### src/rtl/core/streaming_velocity_min_timestep_top_defines.svh
// Assertion macros for the streaming velocity minimum time step block.
`ifndef STREAMING_VELOCITY_MIN_TIMESTEP_TOP_DEFINES_SVH
`define STREAMING_VELOCITY_MIN_TIMESTEP_TOP_DEFINES_SVH

// Checks that cond holds in the same cycle as trig.
`define SVMT_ASSERT_SAME(label, clk, rst_n, trig, cond) \
    label: assert property (@(posedge clk) disable iff (!rst_n) (trig) |-> (cond)) \
        else $error("Same-cycle check failed.");

// Checks that cond holds in the cycle after trig.
`define SVMT_ASSERT_NEXT(label, clk, rst_n, trig, cond) \
    label: assert property (@(posedge clk) disable iff (!rst_n) (trig) |=> (cond)) \
        else $error("Next-cycle check failed.");

`endif

### src/rtl/core/svmt_pkg.sv
// Shared types and constants of the streaming velocity minimum time step block.
`timescale 1ns / 1ps
`default_nettype none
package svmt_pkg;
    localparam int WORD_WIDTH    = 32;
    localparam int FRAC_BITS_DEF = 16;
    localparam int QUEUE_DEPTH   = 2;
    localparam int CFG_IDX_W     = 2;

    localparam logic [CFG_IDX_W-1:0] CFG_CELL_WIDTH       = 2'd0;
    localparam logic [CFG_IDX_W-1:0] CFG_VELOCITY_FACTOR  = 2'd1;
    localparam logic [CFG_IDX_W-1:0] CFG_STABILITY_FACTOR = 2'd2;

    typedef struct packed {
        logic [WORD_WIDTH-1:0]        density;
        logic signed [WORD_WIDTH-1:0] field_x;
        logic signed [WORD_WIDTH-1:0] field_y;
        logic signed [WORD_WIDTH-1:0] field_z;
        logic                         last_cell;
    } t_cell_in;

    typedef struct packed {
        logic [WORD_WIDTH-1:0] min_time_step;
        logic                  saturated;
    } t_step_out;

    typedef struct packed {
        logic [WORD_WIDTH-1:0] density;
        logic [WORD_WIDTH-1:0] mag_x;
        logic [WORD_WIDTH-1:0] mag_y;
        logic [WORD_WIDTH-1:0] mag_z;
        logic                  b2_zero;
        logic                  last_cell;
    } t_cell_cls;

    typedef struct packed {
        logic [WORD_WIDTH-1:0] cell_width;
        logic [WORD_WIDTH-1:0] velocity_factor;
        logic [WORD_WIDTH-1:0] stability_factor;
    } t_cfg;
endpackage
`default_nettype wire

### src/rtl/core/streaming_velocity_min_timestep_top.sv
// Top level of the streaming velocity minimum time step block.
//
//   Channel   Handshake              Payload
//   cells     push / full            i_cell   (svmt_pkg::t_cell_in)
//   results   pop / empty            o_result (svmt_pkg::t_step_out)
//   config    i_cfg_valid/o_cfg_ready i_cfg_index, i_cfg_data
//
// A cell runs through the back sequencer in order: three squares, a division
// of Q = 2W+2+F dividend bits, a root of S = ceil(Q/2) bits, two products and
// a division of N = W+3F quotient bits (W word width), on the shared shift-add
// and divide unit. Cells with a zero field, factor or density go straight to done.
// The queue takes two cells while the back is busy; a result waits in the output
// register until popped, and the back stalls only on a last cell while it is held.
// Reset is synchronous and active low and restores the register defaults.
`timescale 1ns / 1ps
`default_nettype none
`include "streaming_velocity_min_timestep_top_defines.svh"
module streaming_velocity_min_timestep_top #(
    parameter int FRAC_BITS = svmt_pkg::FRAC_BITS_DEF
) (
    input  wire                                   i_clk,
    input  wire                                   i_rst_n,
    input  wire                                   push,
    output logic                                  full,
    input  svmt_pkg::t_cell_in                    i_cell,
    input  wire                                   pop,
    output logic                                  empty,
    output svmt_pkg::t_step_out                   o_result,
    input  wire                                   i_cfg_valid,
    output logic                                  o_cfg_ready,
    input  wire [svmt_pkg::CFG_IDX_W-1:0]         i_cfg_index,
    input  wire [svmt_pkg::WORD_WIDTH-1:0]        i_cfg_data
);
    localparam int W = svmt_pkg::WORD_WIDTH;

    svmt_pkg::t_cfg      r_cfg;
    svmt_pkg::t_cell_cls front_cls;
    svmt_pkg::t_cell_cls q_head;
    logic                q_empty;
    logic                q_pop;

    assign o_cfg_ready = 1'b1;

    always_ff @(posedge i_clk) begin
        if (!i_rst_n) begin
            r_cfg.cell_width       <= W'(1) << FRAC_BITS;
            r_cfg.velocity_factor  <= W'(1) << FRAC_BITS;
            r_cfg.stability_factor <= W'(1) << FRAC_BITS;
        end else if (i_cfg_valid && o_cfg_ready) begin
            case (i_cfg_index)
                svmt_pkg::CFG_CELL_WIDTH:       r_cfg.cell_width       <= i_cfg_data;
                svmt_pkg::CFG_VELOCITY_FACTOR:  r_cfg.velocity_factor  <= i_cfg_data;
                svmt_pkg::CFG_STABILITY_FACTOR: r_cfg.stability_factor <= i_cfg_data;
                default: ;
            endcase
        end
    end

    svmt_front u_front (
        .i_cell (i_cell),
        .o_cls  (front_cls)
    );

    svmt_queue u_queue (
        .i_clk   (i_clk),
        .i_rst_n (i_rst_n),
        .i_push  (push),
        .i_data  (front_cls),
        .o_full  (full),
        .i_pop   (q_pop),
        .o_empty (q_empty),
        .o_data  (q_head)
    );

    svmt_back #(
        .FRAC_BITS (FRAC_BITS)
    ) u_back (
        .i_clk     (i_clk),
        .i_rst_n   (i_rst_n),
        .i_cfg     (r_cfg),
        .i_q_empty (q_empty),
        .o_q_pop   (q_pop),
        .i_item    (q_head),
        .o_empty   (empty),
        .i_pop     (pop),
        .o_result  (o_result)
    );

    `SVMT_ASSERT_SAME(a_sat_flag, i_clk, i_rst_n, !empty, o_result.saturated == (o_result.min_time_step == '1))
    `SVMT_ASSERT_SAME(a_pop_nonempty, i_clk, i_rst_n, q_pop, !q_empty)
    `SVMT_ASSERT_NEXT(a_push_lands, i_clk, i_rst_n, push && !full, !q_empty)
endmodule
`default_nettype wire

### src/rtl/core/svmt_front.sv
// Front stage: takes field magnitudes and flags a zero field.
`timescale 1ns / 1ps
`default_nettype none
module svmt_front (
    input  svmt_pkg::t_cell_in  i_cell,
    output svmt_pkg::t_cell_cls o_cls
);
    localparam int W = svmt_pkg::WORD_WIDTH;

    function automatic logic [W-1:0] mag(input logic [W-1:0] v);
        return v[W-1] ? (~v + W'(1)) : v;
    endfunction

    always_comb begin
        o_cls.density   = i_cell.density;
        o_cls.mag_x     = mag(i_cell.field_x);
        o_cls.mag_y     = mag(i_cell.field_y);
        o_cls.mag_z     = mag(i_cell.field_z);
        o_cls.b2_zero   = (i_cell.field_x == '0) && (i_cell.field_y == '0)
                          && (i_cell.field_z == '0);
        o_cls.last_cell = i_cell.last_cell;
    end
endmodule
`default_nettype wire

### src/rtl/core/svmt_queue.sv
// Short queue of classified cells between the front and the back.
`timescale 1ns / 1ps
`default_nettype none
module svmt_queue (
    input  wire                 i_clk,
    input  wire                 i_rst_n,
    input  wire                 i_push,
    input  svmt_pkg::t_cell_cls i_data,
    output logic                o_full,
    input  wire                 i_pop,
    output logic                o_empty,
    output svmt_pkg::t_cell_cls o_data
);
    localparam int D  = svmt_pkg::QUEUE_DEPTH;
    localparam int PW = (D > 1) ? $clog2(D) : 1;
    localparam int CW = $clog2(D + 1);

    svmt_pkg::t_cell_cls r_mem [D];
    logic [PW-1:0] r_wr;
    logic [PW-1:0] r_rd;
    logic [CW-1:0] r_count;
    logic          do_push;
    logic          do_pop;

    assign o_full  = (r_count == CW'(D));
    assign o_empty = (r_count == '0);
    assign o_data  = r_mem[r_rd];
    assign do_push = i_push && !o_full;
    assign do_pop  = i_pop && !o_empty;

    always_ff @(posedge i_clk) begin
        if (!i_rst_n) begin
            r_wr    <= '0;
            r_rd    <= '0;
            r_count <= '0;
        end else begin
            if (do_push) begin
                r_mem[r_wr] <= i_data;
                r_wr <= (r_wr == PW'(D - 1)) ? '0 : r_wr + PW'(1);
            end
            if (do_pop) begin
                r_rd <= (r_rd == PW'(D - 1)) ? '0 : r_rd + PW'(1);
            end
            if (do_push && !do_pop) begin
                r_count <= r_count + CW'(1);
            end else if (do_pop && !do_push) begin
                r_count <= r_count - CW'(1);
            end
        end
    end
endmodule
`default_nettype wire

### src/rtl/core/svmt_back.sv
// Back sequencer: serial squares, division, root, products, and the running minimum.
`timescale 1ns / 1ps
`default_nettype none
module svmt_back #(
    parameter int FRAC_BITS = svmt_pkg::FRAC_BITS_DEF
) (
    input  wire                 i_clk,
    input  wire                 i_rst_n,
    input  svmt_pkg::t_cfg      i_cfg,
    input  wire                 i_q_empty,
    output logic                o_q_pop,
    input  svmt_pkg::t_cell_cls i_item,
    output logic                o_empty,
    input  wire                 i_pop,
    output svmt_pkg::t_step_out o_result
);
    localparam int W    = svmt_pkg::WORD_WIDTH;
    localparam int BW   = 2 * W + 2;
    localparam int QW   = BW + FRAC_BITS;
    localparam int SW   = (QW + 1) / 2;
    localparam int DW   = 2 * W + SW + 1;
    localparam int NW2  = W + 3 * FRAC_BITS;
    localparam int NMAX = (2 * SW > NW2) ? 2 * SW : NW2;
    localparam int CMAX = (QW > NW2) ? QW : NW2;
    localparam int CW   = $clog2(CMAX + 1);
    localparam logic [W-1:0] MAX_EST = '1;

    typedef enum logic [2:0] {
        S_IDLE, S_SQ, S_DIV1, S_SQRT, S_MUL1, S_MUL2, S_DIV2, S_DONE
    } t_state;

    t_state              r_state;
    svmt_pkg::t_cell_cls r_item;
    logic [CW-1:0]       r_cnt;
    logic [1:0]          r_comp;
    logic [DW-1:0]       r_acc;
    logic [DW-1:0]       r_mc;
    logic [SW-1:0]       r_mp;
    logic [NMAX-1:0]     r_n;
    logic [DW-1:0]       r_r;
    logic [DW-1:0]       r_dv;
    logic [SW-1:0]       r_rt;
    logic [SW:0]         r_sr;
    logic [W-1:0]        r_est;
    logic [W-1:0]        r_min;
    logic                r_out_valid;
    svmt_pkg::t_step_out r_out;

    logic [DW-1:0]   mul_sum;
    logic [DW:0]     div_t;
    logic [DW:0]     div_d;
    logic            div_ge;
    logic [DW-1:0]   div_r;
    logic [NMAX-1:0] div_n;
    logic [SW+2:0]   sq_t;
    logic [SW+2:0]   sq_trial;
    logic [SW+2:0]   sq_d;
    logic            sq_ge;
    logic [SW:0]     sq_r;
    logic [SW-1:0]   sq_rt;
    logic [NMAX-1:0] sq_n;
    logic            last_step;
    logic [NW2-1:0]  q2;
    logic [W-1:0]    new_min;
    logic [W-1:0]    next_mag;

    always_comb begin
        mul_sum   = r_acc + (r_mp[0] ? r_mc : '0);
        div_t     = {r_r, r_n[NMAX-1]};
        div_d     = div_t - {1'b0, r_dv};
        div_ge    = (div_t >= {1'b0, r_dv});
        div_r     = div_ge ? div_d[DW-1:0] : div_t[DW-1:0];
        div_n     = {r_n[NMAX-2:0], div_ge};
        sq_t      = {r_sr, r_n[NMAX-1 -: 2]};
        sq_trial  = {1'b0, r_rt, 2'b01};
        sq_d      = sq_t - sq_trial;
        sq_ge     = (sq_t >= sq_trial);
        sq_r      = sq_ge ? sq_d[SW:0] : sq_t[SW:0];
        sq_rt     = {r_rt[SW-2:0], sq_ge};
        sq_n      = {r_n[NMAX-3:0], 2'b00};
        last_step = (r_cnt == CW'(1));
        q2        = div_n[NW2-1:0];
        new_min   = (r_est < r_min) ? r_est : r_min;
        next_mag  = (r_comp == 2'd0) ? r_item.mag_y : r_item.mag_z;
    end

    assign o_q_pop  = (r_state == S_IDLE) && !i_q_empty;
    assign o_empty  = !r_out_valid;
    assign o_result = r_out;

    always_ff @(posedge i_clk) begin
        if (!i_rst_n) begin
            r_state     <= S_IDLE;
            r_min       <= MAX_EST;
            r_out_valid <= 1'b0;
        end else begin
            if (i_pop && r_out_valid) begin
                r_out_valid <= 1'b0;
            end
            case (r_state)
                S_IDLE: begin
                    if (!i_q_empty) begin
                        r_item <= i_item;
                        r_acc  <= '0;
                        r_mc   <= DW'(i_item.mag_x);
                        r_mp   <= SW'(i_item.mag_x);
                        r_cnt  <= CW'(W);
                        r_comp <= 2'd0;
                        if (i_item.b2_zero || i_cfg.velocity_factor == '0
                            || i_cfg.stability_factor == '0) begin
                            r_est   <= MAX_EST;
                            r_state <= S_DONE;
                        end else if (i_item.density == '0) begin
                            r_est   <= '0;
                            r_state <= S_DONE;
                        end else begin
                            r_state <= S_SQ;
                        end
                    end
                end
                S_SQ: begin
                    r_acc <= mul_sum;
                    r_mc  <= {r_mc[DW-2:0], 1'b0};
                    r_mp  <= {1'b0, r_mp[SW-1:1]};
                    r_cnt <= r_cnt - CW'(1);
                    if (last_step) begin
                        if (r_comp == 2'd2) begin
                            r_n     <= NMAX'(mul_sum[BW-1:0]) << (NMAX - BW);
                            r_r     <= '0;
                            r_dv    <= DW'(r_item.density);
                            r_cnt   <= CW'(QW);
                            r_state <= S_DIV1;
                        end else begin
                            r_mc   <= DW'(next_mag);
                            r_mp   <= SW'(next_mag);
                            r_cnt  <= CW'(W);
                            r_comp <= r_comp + 2'd1;
                        end
                    end
                end
                S_DIV1: begin
                    r_n   <= div_n;
                    r_r   <= div_r;
                    r_cnt <= r_cnt - CW'(1);
                    if (last_step) begin
                        r_n     <= NMAX'(div_n[QW-1:0]) << (NMAX - 2 * SW);
                        r_rt    <= '0;
                        r_sr    <= '0;
                        r_cnt   <= CW'(SW);
                        r_state <= S_SQRT;
                    end
                end
                S_SQRT: begin
                    r_n   <= sq_n;
                    r_sr  <= sq_r;
                    r_rt  <= sq_rt;
                    r_cnt <= r_cnt - CW'(1);
                    if (last_step) begin
                        if (sq_rt == '0) begin
                            r_est   <= MAX_EST;
                            r_state <= S_DONE;
                        end else begin
                            r_acc   <= '0;
                            r_mc    <= DW'(i_cfg.stability_factor);
                            r_mp    <= SW'(i_cfg.velocity_factor);
                            r_cnt   <= CW'(W);
                            r_state <= S_MUL1;
                        end
                    end
                end
                S_MUL1: begin
                    r_acc <= mul_sum;
                    r_mc  <= {r_mc[DW-2:0], 1'b0};
                    r_mp  <= {1'b0, r_mp[SW-1:1]};
                    r_cnt <= r_cnt - CW'(1);
                    if (last_step) begin
                        r_acc   <= '0;
                        r_mc    <= mul_sum;
                        r_mp    <= r_rt;
                        r_cnt   <= CW'(SW);
                        r_state <= S_MUL2;
                    end
                end
                S_MUL2: begin
                    r_acc <= mul_sum;
                    r_mc  <= {r_mc[DW-2:0], 1'b0};
                    r_mp  <= {1'b0, r_mp[SW-1:1]};
                    r_cnt <= r_cnt - CW'(1);
                    if (last_step) begin
                        r_n     <= NMAX'(i_cfg.cell_width) << (NMAX - W);
                        r_r     <= '0;
                        r_dv    <= {mul_sum[DW-2:0], 1'b0};
                        r_cnt   <= CW'(NW2);
                        r_state <= S_DIV2;
                    end
                end
                S_DIV2: begin
                    r_n   <= div_n;
                    r_r   <= div_r;
                    r_cnt <= r_cnt - CW'(1);
                    if (last_step) begin
                        r_est   <= (|q2[NW2-1:W]) ? MAX_EST : q2[W-1:0];
                        r_state <= S_DONE;
                    end
                end
                S_DONE: begin
                    if (!r_item.last_cell) begin
                        r_min   <= new_min;
                        r_state <= S_IDLE;
                    end else if (!r_out_valid || i_pop) begin
                        r_out.min_time_step <= new_min;
                        r_out.saturated     <= (new_min == MAX_EST);
                        r_out_valid         <= 1'b1;
                        r_min               <= MAX_EST;
                        r_state             <= S_IDLE;
                    end
                end
                default: begin
                    r_state <= S_IDLE;
                end
            endcase
        end
    end
endmodule
`default_nettype wire
### config.mk
export PLATFORM = sky130hd
export DESIGN_NAME = streaming_velocity_min_timestep_top
export DESIGN_NICKNAME = d
export VERILOG_FILES = /design/src/rtl/core/svmt_pkg.sv /design/src/rtl/core/streaming_velocity_min_timestep_top.sv /design/src/rtl/core/svmt_front.sv /design/src/rtl/core/svmt_queue.sv /design/src/rtl/core/svmt_back.sv
export VERILOG_INCLUDE_DIRS = /design/src /design/src/rtl/core
export SDC_FILE = /design/constraint.sdc
export NUM_CORES = 2
export LEC_CHECK = 0
export ABC_AREA = 1
export BUFFER_PORTS_ARGS = -buffer_cell sky130_fd_sc_hd__buf_4
export CORE_ASPECT_RATIO = 0.7
export CORE_MARGIN = 5
export CORE_UTILIZATION = 31
export CTS_BUF_LIST = sky130_fd_sc_hd__clkbuf_8
export CTS_CLUSTER_SIZE = 30
export DETAILED_ROUTE_END_ITERATION = 7
export GPL_ROUTABILITY_DRIVEN = 1
export REMOVE_ABC_BUFFERS = 1
export SYNTH_ARGS = -nofsm -noshare
export SYNTH_HDL_FRONTEND = slang
export SYNTH_HIERARCHICAL = 1
export SYNTH_SLANG_ARGS = --single-unit
### constraint.sdc
create_clock -name i_clk -period 19.44 [get_ports i_clk]
set_input_delay 5.832 -clock i_clk [delete_from_list [all_inputs] [get_ports i_clk]]
set_output_delay 5.832 -clock i_clk [all_outputs]
set_load 0.005 [all_outputs]
==> results.ini <==
[drt]
ant_nets = 0
vias = 66700
drc_errors = 9
wl_mm = 276
drt_iter0_markers = 8849
viasPerCell = 5.13
routedWlPerCell_um = 21.2
drt_pass1_iterations = 8

[floorplan]
die_x_um = 598
core_area_mm2 = 0.241
die_area_mm2 = 0.252
die_h_um = 422
num_io_pins = 204
start_util = 0.311
fp-row-count = 151

[worst_setup_path]
cp.arrival_ns = 8.90
path_class = in2reg
startpoint_type = input port
regToRegSetupSlack_ns = 13.95
r2r_end = u_back/r_r[52]
crit_required_ns = 19.92
critPathCaptureType = register
critPathMaxFanout = 73
r2r_cells = 19
startpoint = i_rst_n
endpoint = u_back/r_sr[30]
crit-reg2reg-launch = u_back/r_n[81]

[timing]
setup_ws_ns = 11.01
fin_setup_tns_ns = 0
hold_viol = 0
tightest_slew_ns = 1.51
period_minus_slack_ns = 8.43
timing.final.crit_share = 0.433
finalSetupViolations = 0
finClkSkew_ns = 0.0930
slew_violations = 5
max_freq_mhz = 119
rsz0062_at_grt = no
max_slew_margin = -0.0114

[clock_tree]
cts_hold_buf = 0
clkLatencyLatePin_ns = 0.94
cts_resized = 0
post_cts_buffers = 0
numCtsBuffers = 191
clock_sinks = 1196
clk_path_buf_depth = 4
root_buffer = clkbuf_8
htreeDepth = 4
cts_tree = yes
clk_pin_slew_worst_paths_ns = 0.06

[logic_synthesis]
synth-edff-count = 1059
synthCells = 9478
ys_warn_count = 6
async_flop_share = 0
yosys.area.top_type_share = 0.424
synth_top_cell_by_area = edfxtp_1
dominantRegCellSynth = edfxtp_1
avgSynthCellArea_um2 = 7.92
synth_area_mm2 = 0.0750
ys_seq_area_frac = 0.460
ys_types = 67
yosys-top-cells-area = edfxtp_1 (42%), nand2_1 (11%), nor2_1 (7.4%), inv_1 (6.6%), ha_1 (4.9%)
synth_seq_cells = 1196

[outcome]
violations = design-rule violations, max-capacitance violations, max-slew violations
status = finished, violations left

[pwr]
p_leak_nw = 34.6
clockPowerShare = 0.168
swShare = 0.498
power.sequential.fraction = 0.309
pwr-share-comb = 0.523
finalPower_mw = 13.1
powerDensity_mw_per_mm2 = 157
p_sw_mw = 6.52
ir_drop_uv = 90.0
internal_power_mw = 6.57

[grt]
grt_pass1_vias = 60300
grt_max_degree = 133
grt_overflow_total = 0
antenna_found_initial = 16
grt_pass1_wl_mm = 400
grtUsageTotal = 0.209

[job]
max_cap_viol_count = 1

[min_path]
hp-class = reg2reg

[placement]
dp_slack_ns = 10.21
place_congestion = 1.01
io_buffers = 202
hpwl_mm = 217

[cells_and_area]
drive_gt1_frac = 0.0809
nNetsFinal = 10100
fillers = 25500
area_delta_synth_final_pct = 11.1

==> metal layers <==
| metal | global-route usage | wire length (um) | vias up |
|---|---|---|---|
| met5 | 0 | 13 | - |
| met4 | 0.0315 | 3610 | 2 |
| met3 | 0.0581 | 34900 | 264 |
| met2 | 0.271 | 103000 | 3194 |
| met1 | 0.341 | 135000 | 31600 |
| li1 | - | - | 31600 |
==> flip-flops by register name, summed over array words and instances (netlist names), 42 cells and up, named ones only <==
name,flops
u_back/r_item,97
u_back/r_n,82
u_back/r_sr,42
u_back/r_acc,105
u_back/r_mc,105
u_back/r_r,106
u_back/r_dv,106
r_cfg,96
u_queue/r_mem,260
==> power groups by stage <==
stage / combinational [mW] / clock [mW] / sequential [mW]
floorplan: 3.81 / 0 / 4.08
global route: 7.27 / 2.38 / 4.10
finish: 6.84 / 2.20 / 4.05
global placement: 6.50 / 0 / 4.07
detailed placement: 6.49 / 0 / 4.08
CTS: 6.51 / 2.26 / 4.04
==> cell type report <==
cell class,count,area (um2),area share
Multi-Input combinational cell,6616,33900,0.407
Tap cell,3213,4020,0.0482
Antenna cell,9,22.5,0.000270
Clock buffer,202,2780,0.0334
Timing Repair Buffer,262,1980,0.0238
Clock inverter,136,915,0.0110
Sequential cell,1196,34500,0.414
Inverter,1367,5140,0.0617
==> worst min path at each step <==
| stage | startpoint | end | slack, ns | cells after the start |
|---|---|---|---|---|
| global route | u_queue/r_wr | u_queue/r_wr | 0.50 | 2 |
| detailed placement | u_queue/r_wr | u_queue/r_wr | 0.47 | 2 |
| CTS | u_queue/r_wr | u_queue/r_wr | 0.48 | 2 |
| global placement | r_cfg[85] | r_cfg[85] | 0.47 | 2 |
| finish | u_queue/r_wr | u_queue/r_wr | 0.47 | 2 |
| floorplan | r_cfg[80] | r_cfg[80] | 0.43 | 2 |
==> critical path: stages <==
cell	delay [ns]
buf_4	0.27
buf_4	0.59
inv_1	0.34
nor4_2	0.62
buf_4	0.36
buf_4	0.73
==> cells in the final DEF, fill, tap and decap left out, types with 7 or more instances in the layout <==
master / netlist / final
a21boi_0: 13 / 13
nor3_1: 83 / 79
clkbuf_8: 0 / 202
o211ai_1: 86 / 86
o21ai_0: 602 / 602
mux2_2: 130 / 130
buf_4: 44 / 260
bufinv_16: 0 / 12
o21ai_1: 27 / 27
nor2_4: 15 / 24
nor2_2: 34 / 34
clkinv_2: 0 / 19
nand3b_1: 54 / 54
nand3_1: 356 / 356
o21a_1: 19 / 17
a21oi_1: 614 / 614
ha_1: 292 / 292
xor2_1: 80 / 80
or2_2: 27 / 27
o221ai_1: 27 / 27
nor2_1: 1486 / 1477
a221oi_1: 63 / 63
xnor2_1: 115 / 115
nor4_1: 43 / 42
inv_1: 1326 / 1376
clkinvlp_4: 0 / 7
a31oi_1: 15 / 14
nand4_1: 93 / 93
o21bai_1: 48 / 48
dfxtp_1: 137 / 136
nand2_1: 2196 / 2195
o22ai_1: 20 / 20
inv_2: 37 / 39
a21o_1: 20 / 20
edfxtp_1: 1059 / 1059
diode_2: 0 / 9
clkinv_1: 1 / 40
==> metrics by stage <==
step | util | instance area [um2] | hold WS [ns] | std cells
after CTS | 0.345 | 83300 | 0.476 | 13000
final | 0.345 | 83300 | 0.472 | 13000
after global placement | 0.330 | 79600 | 0.471 | 12700
after floorplan | - | 73500 | 0.430 | 9179
after global routing | 0.345 | 83300 | 0.502 | 13000
after detailed placement | 0.330 | 79600 | 0.466 | 12700
==> synthesized netlist by cell type (all sizes together), types with 19 or more instances <==
master  count
buf       150
inv      1366
xnor2     115
o21a       19
dfxtp     137
nand2    2198
a221oi     63
o21ai     629
xor2       80
nand3b     54
o21bai     48
edfxtp   1059
ha        292
clkbuf    149
o22ai      20
a21oi     615
o221ai     27
nor4       45
o211ai     86
nand3     362
or2        27
a21o       20
nor3       84
mux2      130
nor2     1535
nand4      94
==> logic make-up after synthesis <==
kind of cell | synth area share
AO/OA/AOI/OAI | 0.118
XOR/XNOR | 0.0228
adder cells (fa/ha/maj) | 0.0492
buffers and inverters | 0.0893
flip-flops | 0.460
multiplexers | 0.0200
other | 0.0000500
AND/OR/NAND/NOR | 0.240
Power figures use the tool's default switching activity.
